$ cat src/design/sha256_pkg.sv
`timescale 1ns / 1ps
package sha256_pkg;

  localparam int LENGTH_COUNTER_BITS = 61;

  localparam logic [5:0] LAST_POS   = 6'd63;
  localparam logic [5:0] LEN_POS    = 6'd56;
  localparam logic [5:0] LAST_ROUND = 6'd63;
  localparam logic [7:0] PAD_BYTE   = 8'h80;

  localparam logic [31:0] ROUND_K [64] = '{
    32'h428A2F98, 32'h71374491, 32'hB5C0FBCF, 32'hE9B5DBA5,
    32'h3956C25B, 32'h59F111F1, 32'h923F82A4, 32'hAB1C5ED5,
    32'hD807AA98, 32'h12835B01, 32'h243185BE, 32'h550C7DC3,
    32'h72BE5D74, 32'h80DEB1FE, 32'h9BDC06A7, 32'hC19BF174,
    32'hE49B69C1, 32'hEFBE4786, 32'h0FC19DC6, 32'h240CA1CC,
    32'h2DE92C6F, 32'h4A7484AA, 32'h5CB0A9DC, 32'h76F988DA,
    32'h983E5152, 32'hA831C66D, 32'hB00327C8, 32'hBF597FC7,
    32'hC6E00BF3, 32'hD5A79147, 32'h06CA6351, 32'h14292967,
    32'h27B70A85, 32'h2E1B2138, 32'h4D2C6DFC, 32'h53380D13,
    32'h650A7354, 32'h766A0ABB, 32'h81C2C92E, 32'h92722C85,
    32'hA2BFE8A1, 32'hA81A664B, 32'hC24B8B70, 32'hC76C51A3,
    32'hD192E819, 32'hD6990624, 32'hF40E3585, 32'h106AA070,
    32'h19A4C116, 32'h1E376C08, 32'h2748774C, 32'h34B0BCB5,
    32'h391C0CB3, 32'h4ED8AA4A, 32'h5B9CCA4F, 32'h682E6FF3,
    32'h748F82EE, 32'h78A5636F, 32'h84C87814, 32'h8CC70208,
    32'h90BEFFFA, 32'hA4506CEB, 32'hBEF9A3F7, 32'hC67178F2
  };

  localparam logic [31:0] INITIAL_HASH [8] = '{
    32'h6A09E667, 32'hBB67AE85, 32'h3C6EF372, 32'hA54FF53A,
    32'h510E527F, 32'h9B05688C, 32'h1F83D9AB, 32'h5BE0CD19
  };

  typedef struct packed {
    logic [7:0] byte_value;
    logic       byte_present;
    logic       end_of_message;
  } in_word_t;

  typedef struct packed {
    logic [63:0] digest_bits_255_192;
    logic [63:0] digest_bits_191_128;
    logic [63:0] digest_bits_127_64;
    logic [63:0] digest_bits_63_0;
  } out_word_t;

  typedef enum logic [2:0] {
    ST_IDLE,
    ST_ROUND,
    ST_FOLD,
    ST_PAD80,
    ST_PADZ,
    ST_PADLEN,
    ST_OUT
  } state_t;

  typedef enum logic [1:0] {
    SEL_MSG,
    SEL_PAD80,
    SEL_ZERO,
    SEL_LEN
  } byte_sel_t;

  typedef struct packed {
    logic      byte_en;
    byte_sel_t byte_sel;
    logic      count_inc;
    logic      round_en;
    logic [5:0] rnd;
    logic      fold;
    logic      reload;
  } dp_cmd_t;

  typedef struct packed {
    logic [5:0] pos;
  } dp_sts_t;

endpackage

$ cat src/design/sha256_dp.sv
`timescale 1ns / 1ps
module sha256_dp import sha256_pkg::*; (
  input  logic      clk,
  input  logic      rst_n,
  input  dp_cmd_t   cmd,
  input  in_word_t  in_data,
  output dp_sts_t   sts,
  output out_word_t digest
);

  function automatic logic [31:0] bsig0(input logic [31:0] x);
    return {x[1:0], x[31:2]} ^ {x[12:0], x[31:13]} ^ {x[21:0], x[31:22]};
  endfunction

  function automatic logic [31:0] bsig1(input logic [31:0] x);
    return {x[5:0], x[31:6]} ^ {x[10:0], x[31:11]} ^ {x[24:0], x[31:25]};
  endfunction

  function automatic logic [31:0] ssig0(input logic [31:0] x);
    return {x[6:0], x[31:7]} ^ {x[17:0], x[31:18]} ^ {3'b000, x[31:3]};
  endfunction

  function automatic logic [31:0] ssig1(input logic [31:0] x);
    return {x[16:0], x[31:17]} ^ {x[18:0], x[31:19]} ^ {10'd0, x[31:10]};
  endfunction

  logic [511:0] blk_r, blk_nxt;
  logic [31:0]  wd [16];
  logic [5:0]   pos_r;
  logic [LENGTH_COUNTER_BITS-1:0] count_r;
  logic [31:0]  v_r [8];
  logic [31:0]  ch_r [8];
  logic [31:0]  vn [8];
  logic [31:0]  sum [8];
  logic [31:0]  new_w, t1, t2;
  logic [63:0]  len_bits, len_sh;
  logic [7:0]   byte_mux;

  always_comb begin
    for (int i = 0; i < 16; i++) begin
      wd[i] = blk_r[511-32*i -: 32];
    end
  end

  assign len_bits = 64'(count_r) << 3;
  assign len_sh   = len_bits << {pos_r[2:0], 3'b000};

  always_comb begin
    case (cmd.byte_sel)
      SEL_MSG:   byte_mux = in_data.byte_value;
      SEL_PAD80: byte_mux = PAD_BYTE;
      SEL_LEN:   byte_mux = len_sh[63:56];
      default:   byte_mux = 8'd0;
    endcase
  end

  assign new_w = ssig1(wd[14]) + wd[9] + ssig0(wd[1]) + wd[0];

  always_comb begin
    blk_nxt = blk_r;
    if (cmd.byte_en) begin
      blk_nxt = {blk_r[503:0], byte_mux};
    end else if (cmd.round_en) begin
      blk_nxt = {blk_r[479:0], new_w};
    end
  end

  always_comb begin
    t1 = v_r[7] + bsig1(v_r[4]) + ((v_r[4] & v_r[5]) ^ (~v_r[4] & v_r[6]))
       + ROUND_K[cmd.rnd] + wd[0];
    t2 = bsig0(v_r[0]) + ((v_r[0] & v_r[1]) ^ (v_r[0] & v_r[2]) ^ (v_r[1] & v_r[2]));
    vn[0] = t1 + t2;
    vn[1] = v_r[0];
    vn[2] = v_r[1];
    vn[3] = v_r[2];
    vn[4] = v_r[3] + t1;
    vn[5] = v_r[4];
    vn[6] = v_r[5];
    vn[7] = v_r[6];
    for (int i = 0; i < 8; i++) begin
      sum[i] = ch_r[i] + v_r[i];
    end
  end

  always_ff @(posedge clk) begin
    blk_r <= blk_nxt;
  end

  always_ff @(posedge clk) begin
    if (!rst_n) begin
      pos_r   <= '0;
      count_r <= '0;
    end else begin
      if (cmd.byte_en) begin
        pos_r <= pos_r + 6'd1;
      end
      if (cmd.reload) begin
        count_r <= '0;
      end else if (cmd.count_inc) begin
        count_r <= count_r + 1'b1;
      end
    end
  end

  always_ff @(posedge clk) begin
    if (!rst_n) begin
      for (int i = 0; i < 8; i++) begin
        v_r[i]  <= INITIAL_HASH[i];
        ch_r[i] <= INITIAL_HASH[i];
      end
    end else if (cmd.round_en) begin
      v_r <= vn;
    end else if (cmd.fold) begin
      v_r  <= sum;
      ch_r <= sum;
    end else if (cmd.reload) begin
      for (int i = 0; i < 8; i++) begin
        v_r[i]  <= INITIAL_HASH[i];
        ch_r[i] <= INITIAL_HASH[i];
      end
    end
  end

  assign sts.pos = pos_r;

  assign digest.digest_bits_255_192 = {ch_r[0], ch_r[1]};
  assign digest.digest_bits_191_128 = {ch_r[2], ch_r[3]};
  assign digest.digest_bits_127_64  = {ch_r[4], ch_r[5]};
  assign digest.digest_bits_63_0    = {ch_r[6], ch_r[7]};

  a_count_step: assert property (@(posedge clk) disable iff (!rst_n)
    (cmd.count_inc && !cmd.reload) |=>
      count_r == LENGTH_COUNTER_BITS'($past(count_r) + 1'b1))
    else $error("Byte count did not advance by one.");

  a_no_byte_in_round: assert property (@(posedge clk) disable iff (!rst_n)
    !(cmd.byte_en && cmd.round_en))
    else $error("Byte shift and round issued together.");

endmodule

$ cat src/design/sha256_ctrl.sv
`timescale 1ns / 1ps
module sha256_ctrl import sha256_pkg::*; (
  input  logic     clk,
  input  logic     rst_n,
  input  logic     in_valid,
  output logic     in_stall,
  input  in_word_t in_data,
  output logic     out_valid,
  input  logic     out_stall,
  input  dp_sts_t  sts,
  output dp_cmd_t  cmd
);

  state_t     state_r, state_nxt;
  state_t     ret_r, ret_nxt;
  logic [5:0] rnd_r, rnd_nxt;

  always_ff @(posedge clk) begin
    if (!rst_n) begin
      state_r <= ST_IDLE;
      ret_r   <= ST_IDLE;
      rnd_r   <= '0;
    end else begin
      state_r <= state_nxt;
      ret_r   <= ret_nxt;
      rnd_r   <= rnd_nxt;
    end
  end

  always_comb begin
    state_nxt     = state_r;
    ret_nxt       = ret_r;
    rnd_nxt       = rnd_r;
    cmd           = '0;
    cmd.byte_sel  = SEL_ZERO;
    cmd.rnd       = rnd_r;
    in_stall      = 1'b1;
    out_valid     = 1'b0;
    case (state_r)
      ST_IDLE: begin
        in_stall = 1'b0;
        if (in_valid) begin
          if (in_data.byte_present) begin
            cmd.byte_en   = 1'b1;
            cmd.byte_sel  = SEL_MSG;
            cmd.count_inc = 1'b1;
          end
          if (in_data.byte_present && sts.pos == LAST_POS) begin
            state_nxt = ST_ROUND;
            rnd_nxt   = '0;
            ret_nxt   = in_data.end_of_message ? ST_PAD80 : ST_IDLE;
          end else if (in_data.end_of_message) begin
            state_nxt = ST_PAD80;
          end
        end
      end
      ST_ROUND: begin
        cmd.round_en = 1'b1;
        rnd_nxt      = rnd_r + 6'd1;
        if (rnd_r == LAST_ROUND) begin
          state_nxt = ST_FOLD;
        end
      end
      ST_FOLD: begin
        cmd.fold  = 1'b1;
        state_nxt = ret_r;
      end
      ST_PAD80: begin
        cmd.byte_en  = 1'b1;
        cmd.byte_sel = SEL_PAD80;
        if (sts.pos == LAST_POS) begin
          state_nxt = ST_ROUND;
          rnd_nxt   = '0;
          ret_nxt   = ST_PADZ;
        end else begin
          state_nxt = ST_PADZ;
        end
      end
      ST_PADZ: begin
        if (sts.pos == LEN_POS) begin
          state_nxt = ST_PADLEN;
        end else begin
          cmd.byte_en  = 1'b1;
          cmd.byte_sel = SEL_ZERO;
          if (sts.pos == LAST_POS) begin
            state_nxt = ST_ROUND;
            rnd_nxt   = '0;
            ret_nxt   = ST_PADZ;
          end
        end
      end
      ST_PADLEN: begin
        cmd.byte_en  = 1'b1;
        cmd.byte_sel = SEL_LEN;
        if (sts.pos == LAST_POS) begin
          state_nxt = ST_ROUND;
          rnd_nxt   = '0;
          ret_nxt   = ST_OUT;
        end
      end
      ST_OUT: begin
        out_valid = 1'b1;
        if (!out_stall) begin
          cmd.reload = 1'b1;
          state_nxt  = ST_IDLE;
        end
      end
      default: begin
        state_nxt = ST_IDLE;
      end
    endcase
  end

  a_round_to_fold: assert property (@(posedge clk) disable iff (!rst_n)
    (state_r == ST_ROUND && rnd_r == LAST_ROUND) |=> state_r == ST_FOLD)
    else $error("Last round not followed by the fold step.");

  a_round_starts_aligned: assert property (@(posedge clk) disable iff (!rst_n)
    (state_r != ST_ROUND && state_nxt == ST_ROUND) |-> rnd_nxt == '0)
    else $error("Compression started at a nonzero round.");

endmodule

$ cat src/design/sha256_message_hasher.sv
// SHA-256 hasher that takes one message byte per word and returns the 256-bit
// digest as one word after the word marked end_of_message. While a block is
// being gathered a byte is taken every cycle; the 64th byte of a block holds
// the input stalled while the single shared round unit runs 64 rounds and
// folds the result into the chaining words. At the end of a message the
// padding bytes are shifted in one per cycle outside compression (up to 64,
// or up to 72 if more than 55 bytes of the last block are used, with a
// pause in ST_PADZ before the length bytes), each padded block again runs
// the rounds and the fold, and the digest is then held on the output until
// taken; no new word is accepted until it is. Bit length is modulo 2^64.
`timescale 1ns / 1ps
module sha256_message_hasher import sha256_pkg::*; (
  input  logic      clk,
  input  logic      rst_n,
  input  logic      in_valid,
  output logic      in_stall,
  input  in_word_t  in_data,
  output logic      out_valid,
  input  logic      out_stall,
  output out_word_t out_data
);

  dp_cmd_t cmd;
  dp_sts_t sts;

  sha256_ctrl u_ctrl (
    .clk       (clk),
    .rst_n     (rst_n),
    .in_valid  (in_valid),
    .in_stall  (in_stall),
    .in_data   (in_data),
    .out_valid (out_valid),
    .out_stall (out_stall),
    .sts       (sts),
    .cmd       (cmd)
  );

  sha256_dp u_dp (
    .clk     (clk),
    .rst_n   (rst_n),
    .cmd     (cmd),
    .in_data (in_data),
    .sts     (sts),
    .digest  (out_data)
  );

  a_digest_on_boundary: assert property (@(posedge clk) disable iff (!rst_n)
    out_valid |-> sts.pos == '0)
    else $error("Digest offered with a partly filled block.");

  a_no_accept_with_result: assert property (@(posedge clk) disable iff (!rst_n)
    !in_stall |-> !out_valid)
    else $error("Input open while a digest is pending.");

endmodule
$ cat config.mk
export PLATFORM = sky130hd
export DESIGN_NAME = sha256_message_hasher
export DESIGN_NICKNAME = d
export VERILOG_FILES = /design/src/design/sha256_pkg.sv /design/src/design/sha256_dp.sv /design/src/design/sha256_ctrl.sv /design/src/design/sha256_message_hasher.sv
export SDC_FILE = /design/constraint.sdc
export NUM_CORES = 2
export LEC_CHECK = 0
export BUFFER_PORTS_ARGS = -buffer_cell sky130_fd_sc_hd__buf_2
export CAP_MARGIN = 20
export CORE_MARGIN = 10
export CORE_UTILIZATION = 50
export CTS_CLUSTER_DIAMETER = 100
export DETAILED_ROUTE_END_ITERATION = 16
export PLACE_DENSITY = 0.76
export SYNTH_ARGS = -nofsm -noshare
export SYNTH_HDL_FRONTEND = slang
export SYNTH_SLANG_ARGS = --single-unit
$ cat constraint.sdc
create_clock -name clk -period 27.3 [get_ports clk]
set_clock_uncertainty 0.05 [all_clocks]
set_input_delay 2.73 -clock clk [delete_from_list [all_inputs] [get_ports clk]]
set_output_delay 2.73 -clock clk [all_outputs]
set_load 0.02 [all_outputs]
==> results list <==
* Quantity of hold-fixing buffers added after cts: 0
- IO Pins: 272
- Setup repair after global routing left no endpoint under its margin.
- Sorting the synthesized cells by how often they occur yields 1,969 x sky130_fd_sc_hd__nand2_1, 603 x sky130_fd_sc_hd__a21oi_1, 591 x sky130_fd_sc_hd__dfxtp_1.
- Worst min-delay path category: reg -> reg
- Period utilization: 37.31%
* Hold Vio Cnt, Final: 0
- Period minus WS final: 10.19 ns
- The flow ran to the end, and the final reports show no timing, DRC or antenna violations.
- Worst-skew pair later-pin latency: 0.78 ns
* Total standard cell area after synthesis: 71,710 um^2
- After synthesis, the share of flip-flops with an asynchronous set or reset is 0%.
* Detailed-route via count: 62.96k
- In this run, synthesis inferred 512 flip-flops with an integrated enable.
- Max capacitance violation total: 0
- TritonCTS clock tree: built
- Largest fanout on the critical path: 20
* Count of cell types in the netlist: 109
- Longest individual stage delay on the worst path: 0.56 ns
* Largest net degree at the start of global routing: 234
- Final Slew Violations: 0
* Number of nets in the synthesized netlist: 8,878
- By area the synthesized netlist is led by sky130_fd_sc_hd__edfxtp_1 21%, sky130_fd_sc_hd__dfxtp_1 16%, sky130_fd_sc_hd__nand2_1 10%, sky130_fd_sc_hd__ha_1 6.9%, sky130_fd_sc_hd__fa_1 5.4%.
- Number of nets at the end of the flow: 8,855
- Final setup vio count: 0
- Mean instance size in the synthesized netlist: 8.669 um^2
- OpenSTA, run right after detailed placement, puts the worst setup slack at 17.31 ns.
- IO buf count: 271
- The multi-input combinational cells in the finished layout cover a total of 41,730 um^2.
* Setup Crit Path Kind: reg -> reg
* Number of buffer and inverter instances along the worst setup path: 4
- The longest clock path from root to sink contains 3 buffers.
- Detailed placement ended at an HPWL of 188,200 um.
- Start point of the critical path: u_ctrl.rnd_r[1]
* DRC: 0
- Measured against its own limit, the worst slew margin works out to 14.76%.
- Sequential elements use 37.94% of the synthesized area.
- Most instantiated flip-flop cell in the synthesis netlist: sky130_fd_sc_hd__dfxtp_1
* Vias in the first global route: 58.55k
- Static timing analysis puts the maximum clock frequency at 98.16 MHz.
- Clock buffers created by TritonCTS: 121
- The largest total area in the synthesized netlist belongs to sky130_fd_sc_hd__edfxtp_1.
* FF-to-FF End: u_dp.v_r[250]
- Crit path max-delay family: compound AO/OA/AOI/OAI gates
- Clock H-tree levels: 3
- Floorplan Core Area: 142,100 um^2
- GRT Resource Usage Total: 30.93%
* Register cell area after layout: 27,210 um^2
- Summed over all layers, the routed wires come to 254,900 um.
- The Yosys step of the flow raised 0 warnings.
- The die is 398.7 um tall.
* Die boundary width: 398.7 um
* Number of standard-cell rows in the floorplan: 138
- The most common cell in the synthesized netlist is sky130_fd_sc_hd__nand2_1.
- Post-CTS repair changed the size of 0 cells.
- In this run the worst setup path terminates at u_dp.v_r[250].
- Cell at the root of the clock tree: sky130_fd_sc_hd__clkbuf_16
* Final Worst Setup Slack: 17.11 ns
* Levels on crit path: 33
* ANT nets after route: 0
* Antenna violations before repair: 5
- Average detailed-routed wire length per instance: 24.88 um
* Area enclosed by the die boundary: 159,000 um^2
- Summed over all layers, the global routing overflow is 0.
- The worst setup path is launched from a flop.
- Clock-pin slew on the worst setup and hold paths: 0.06 ns
- For the final routed database, the setup TNS stands at 0 ns.
* Reg-to-Reg Start: u_ctrl.rnd_r[1]
* Relative area change from synthesis to final layout: 9.328%
- Synthesized netlist cell count: 8,272
* Worst endpoint data arrival time: 10.80 ns
- Number of setup buffers added after CTS: 0
- First-pass iteration count of the detailed router: 6
- The first global-routing pass estimated 378,300 um of wire.
- After synthesis the netlist holds a flip-flop and latch count of 1,103.
- Worst Path Required: 27.91 ns
- The clock net in this run drives a total of 1,103 sinks.
* Endpoint kind of the worst setup timing path: flop
- Starting density of the core: 50.46%
- Final weighted congestion of routability-driven global placement: 1.002
- At the pin with the least slew margin, the transition time is 1.273 ns.
- Area share of the leading cell type in the synthesized netlist: 21.44%
- Setup slack on the worst flop-to-flop path: 17.11 ns
* Worst-path cell with the longest stage delay: sky130_fd_sc_hd__ha_1
- Detailed-route vias per instance: 6.146
* Violation count after the first detailed-routing iteration: 7,206
- Counting the fill cells in the layout gives 12.90k.
- Measured in cells, the most critical reg-to-reg path has a length of 33.
* Layout cells sized above 1: 8.010%
## state kept, by name, indices dropped and copies added (netlist names)
register	cells
u_dp.count_r	61
u_dp.sts	6
u_ctrl.state_r	3
u_ctrl.rnd_r	6
u_dp.blk_r	512
u_dp.v_r	256
u_ctrl.ret_r	3
u_dp.digest	256
## cell usage in the layout, fill, tap and decap left out, types with 30 or more instances in the layout
cell type,count
sky130_fd_sc_hd__a211oi_1,60
sky130_fd_sc_hd__a21o_1,211
sky130_fd_sc_hd__a21oi_1,602
sky130_fd_sc_hd__a221o_1,51
sky130_fd_sc_hd__a221oi_1,42
sky130_fd_sc_hd__a22oi_1,90
sky130_fd_sc_hd__a31oi_1,53
sky130_fd_sc_hd__and2_1,30
sky130_fd_sc_hd__and3_1,49
sky130_fd_sc_hd__buf_2,270
sky130_fd_sc_hd__buf_4,81
sky130_fd_sc_hd__clkbuf_1,31
sky130_fd_sc_hd__clkbuf_16,122
sky130_fd_sc_hd__dfxtp_1,587
sky130_fd_sc_hd__edfxtp_1,512
sky130_fd_sc_hd__fa_1,195
sky130_fd_sc_hd__ha_1,397
sky130_fd_sc_hd__inv_1,265
sky130_fd_sc_hd__mux2i_1,60
sky130_fd_sc_hd__nand2_1,1964
sky130_fd_sc_hd__nand2b_1,41
sky130_fd_sc_hd__nand3_1,108
sky130_fd_sc_hd__nand4_1,36
sky130_fd_sc_hd__nor2_1,519
sky130_fd_sc_hd__nor2b_1,45
sky130_fd_sc_hd__nor3_1,72
sky130_fd_sc_hd__o211ai_1,54
sky130_fd_sc_hd__o21a_1,73
sky130_fd_sc_hd__o21ai_0,469
sky130_fd_sc_hd__o21bai_1,41
sky130_fd_sc_hd__o22ai_1,37
sky130_fd_sc_hd__o31ai_1,42
sky130_fd_sc_hd__or3_1,46
sky130_fd_sc_hd__xnor2_1,425
sky130_fd_sc_hd__xor2_1,189
## worst min path at each step
stage | slack [ns] | cells past startpoint | end | startpoint
finish | 0.41 | 2 | u_dp.digest[77] | u_dp.digest[77]
floorplan | 0.40 | 2 | u_dp.sts[5] | u_dp.sts[5]
CTS | 0.41 | 2 | u_dp.digest[158] | u_dp.digest[158]
detailed placement | 0.40 | 2 | u_dp.digest[158] | u_dp.digest[158]
global placement | 0.40 | 2 | u_dp.digest[77] | u_dp.digest[77]
global route | 0.42 | 2 | u_dp.digest[119] | u_dp.digest[119]
## stage by stage
stage / cell area, um^2 / hold WS, ns / instances / util, %
finish: 78400 / 0.4147 / 10240 / 55.17
global route: 78390 / 0.4240 / 10240 / 55.17
CTS: 78390 / 0.4139 / 10240 / 55.17
detailed placement: 74340 / 0.4029 / 10020 / 52.32
global placement: 74340 / 0.3950 / 10020 / 52.32
floorplan: 71710 / 0.4037 / 8272 / -
## final cells by class
cell class	count	share of cell area (%)
diodes	2	0.006384
repair buffers	354	2.565
flip-flops and latches	1103	34.71
well taps	1890	3.016
multi-input cells	6397	53.22
clock inverters	53	0.7820
clock buffers	173	4.383
inverters	272	1.312
## kinds of logic after synthesis
kind of cell / Yosys count / share of synthesized area (%)
AOI/OAI and AO/OA: 2050 / 18.42
xor gates and xnor gates: 616 / 7.553
adders and majority gates: 617 / 12.72
buffers and inverters: 772 / 4.043
DFF: 1103 / 37.94
muxes: 89 / 1.638
and+or+nand+nor: 3025 / 17.69
## worst register-to-register path: cells and delay by family (launching register included)
kind	cells	cell delay, ns
AOI/OAI and AO/OA	18	4.75
adders and majority gates	7	3.15
buffers and inverters	4	1.10
and+or+nand+nor	2	0.36
DFF	1	0.31
xor gates and xnor gates	1	0.22
muxes	1	0.13
## layer usage
metal  routed length (um)  share of wire (%)  vias to the layer above  GRT usage (%)
met5                   22             0.0086                        -              0
met4                 7226                2.8                        4          8.238
met3                30470                 12                      346          9.346
met2               102300                 40                     2938          42.66
met1               114900                 45                    30800          46.28
li1                     -                  -                    28870              -
Power is left out: the tool's default activity adds up to more than one toggle a clock period on the data nets, which glitch-free logic cannot reach.
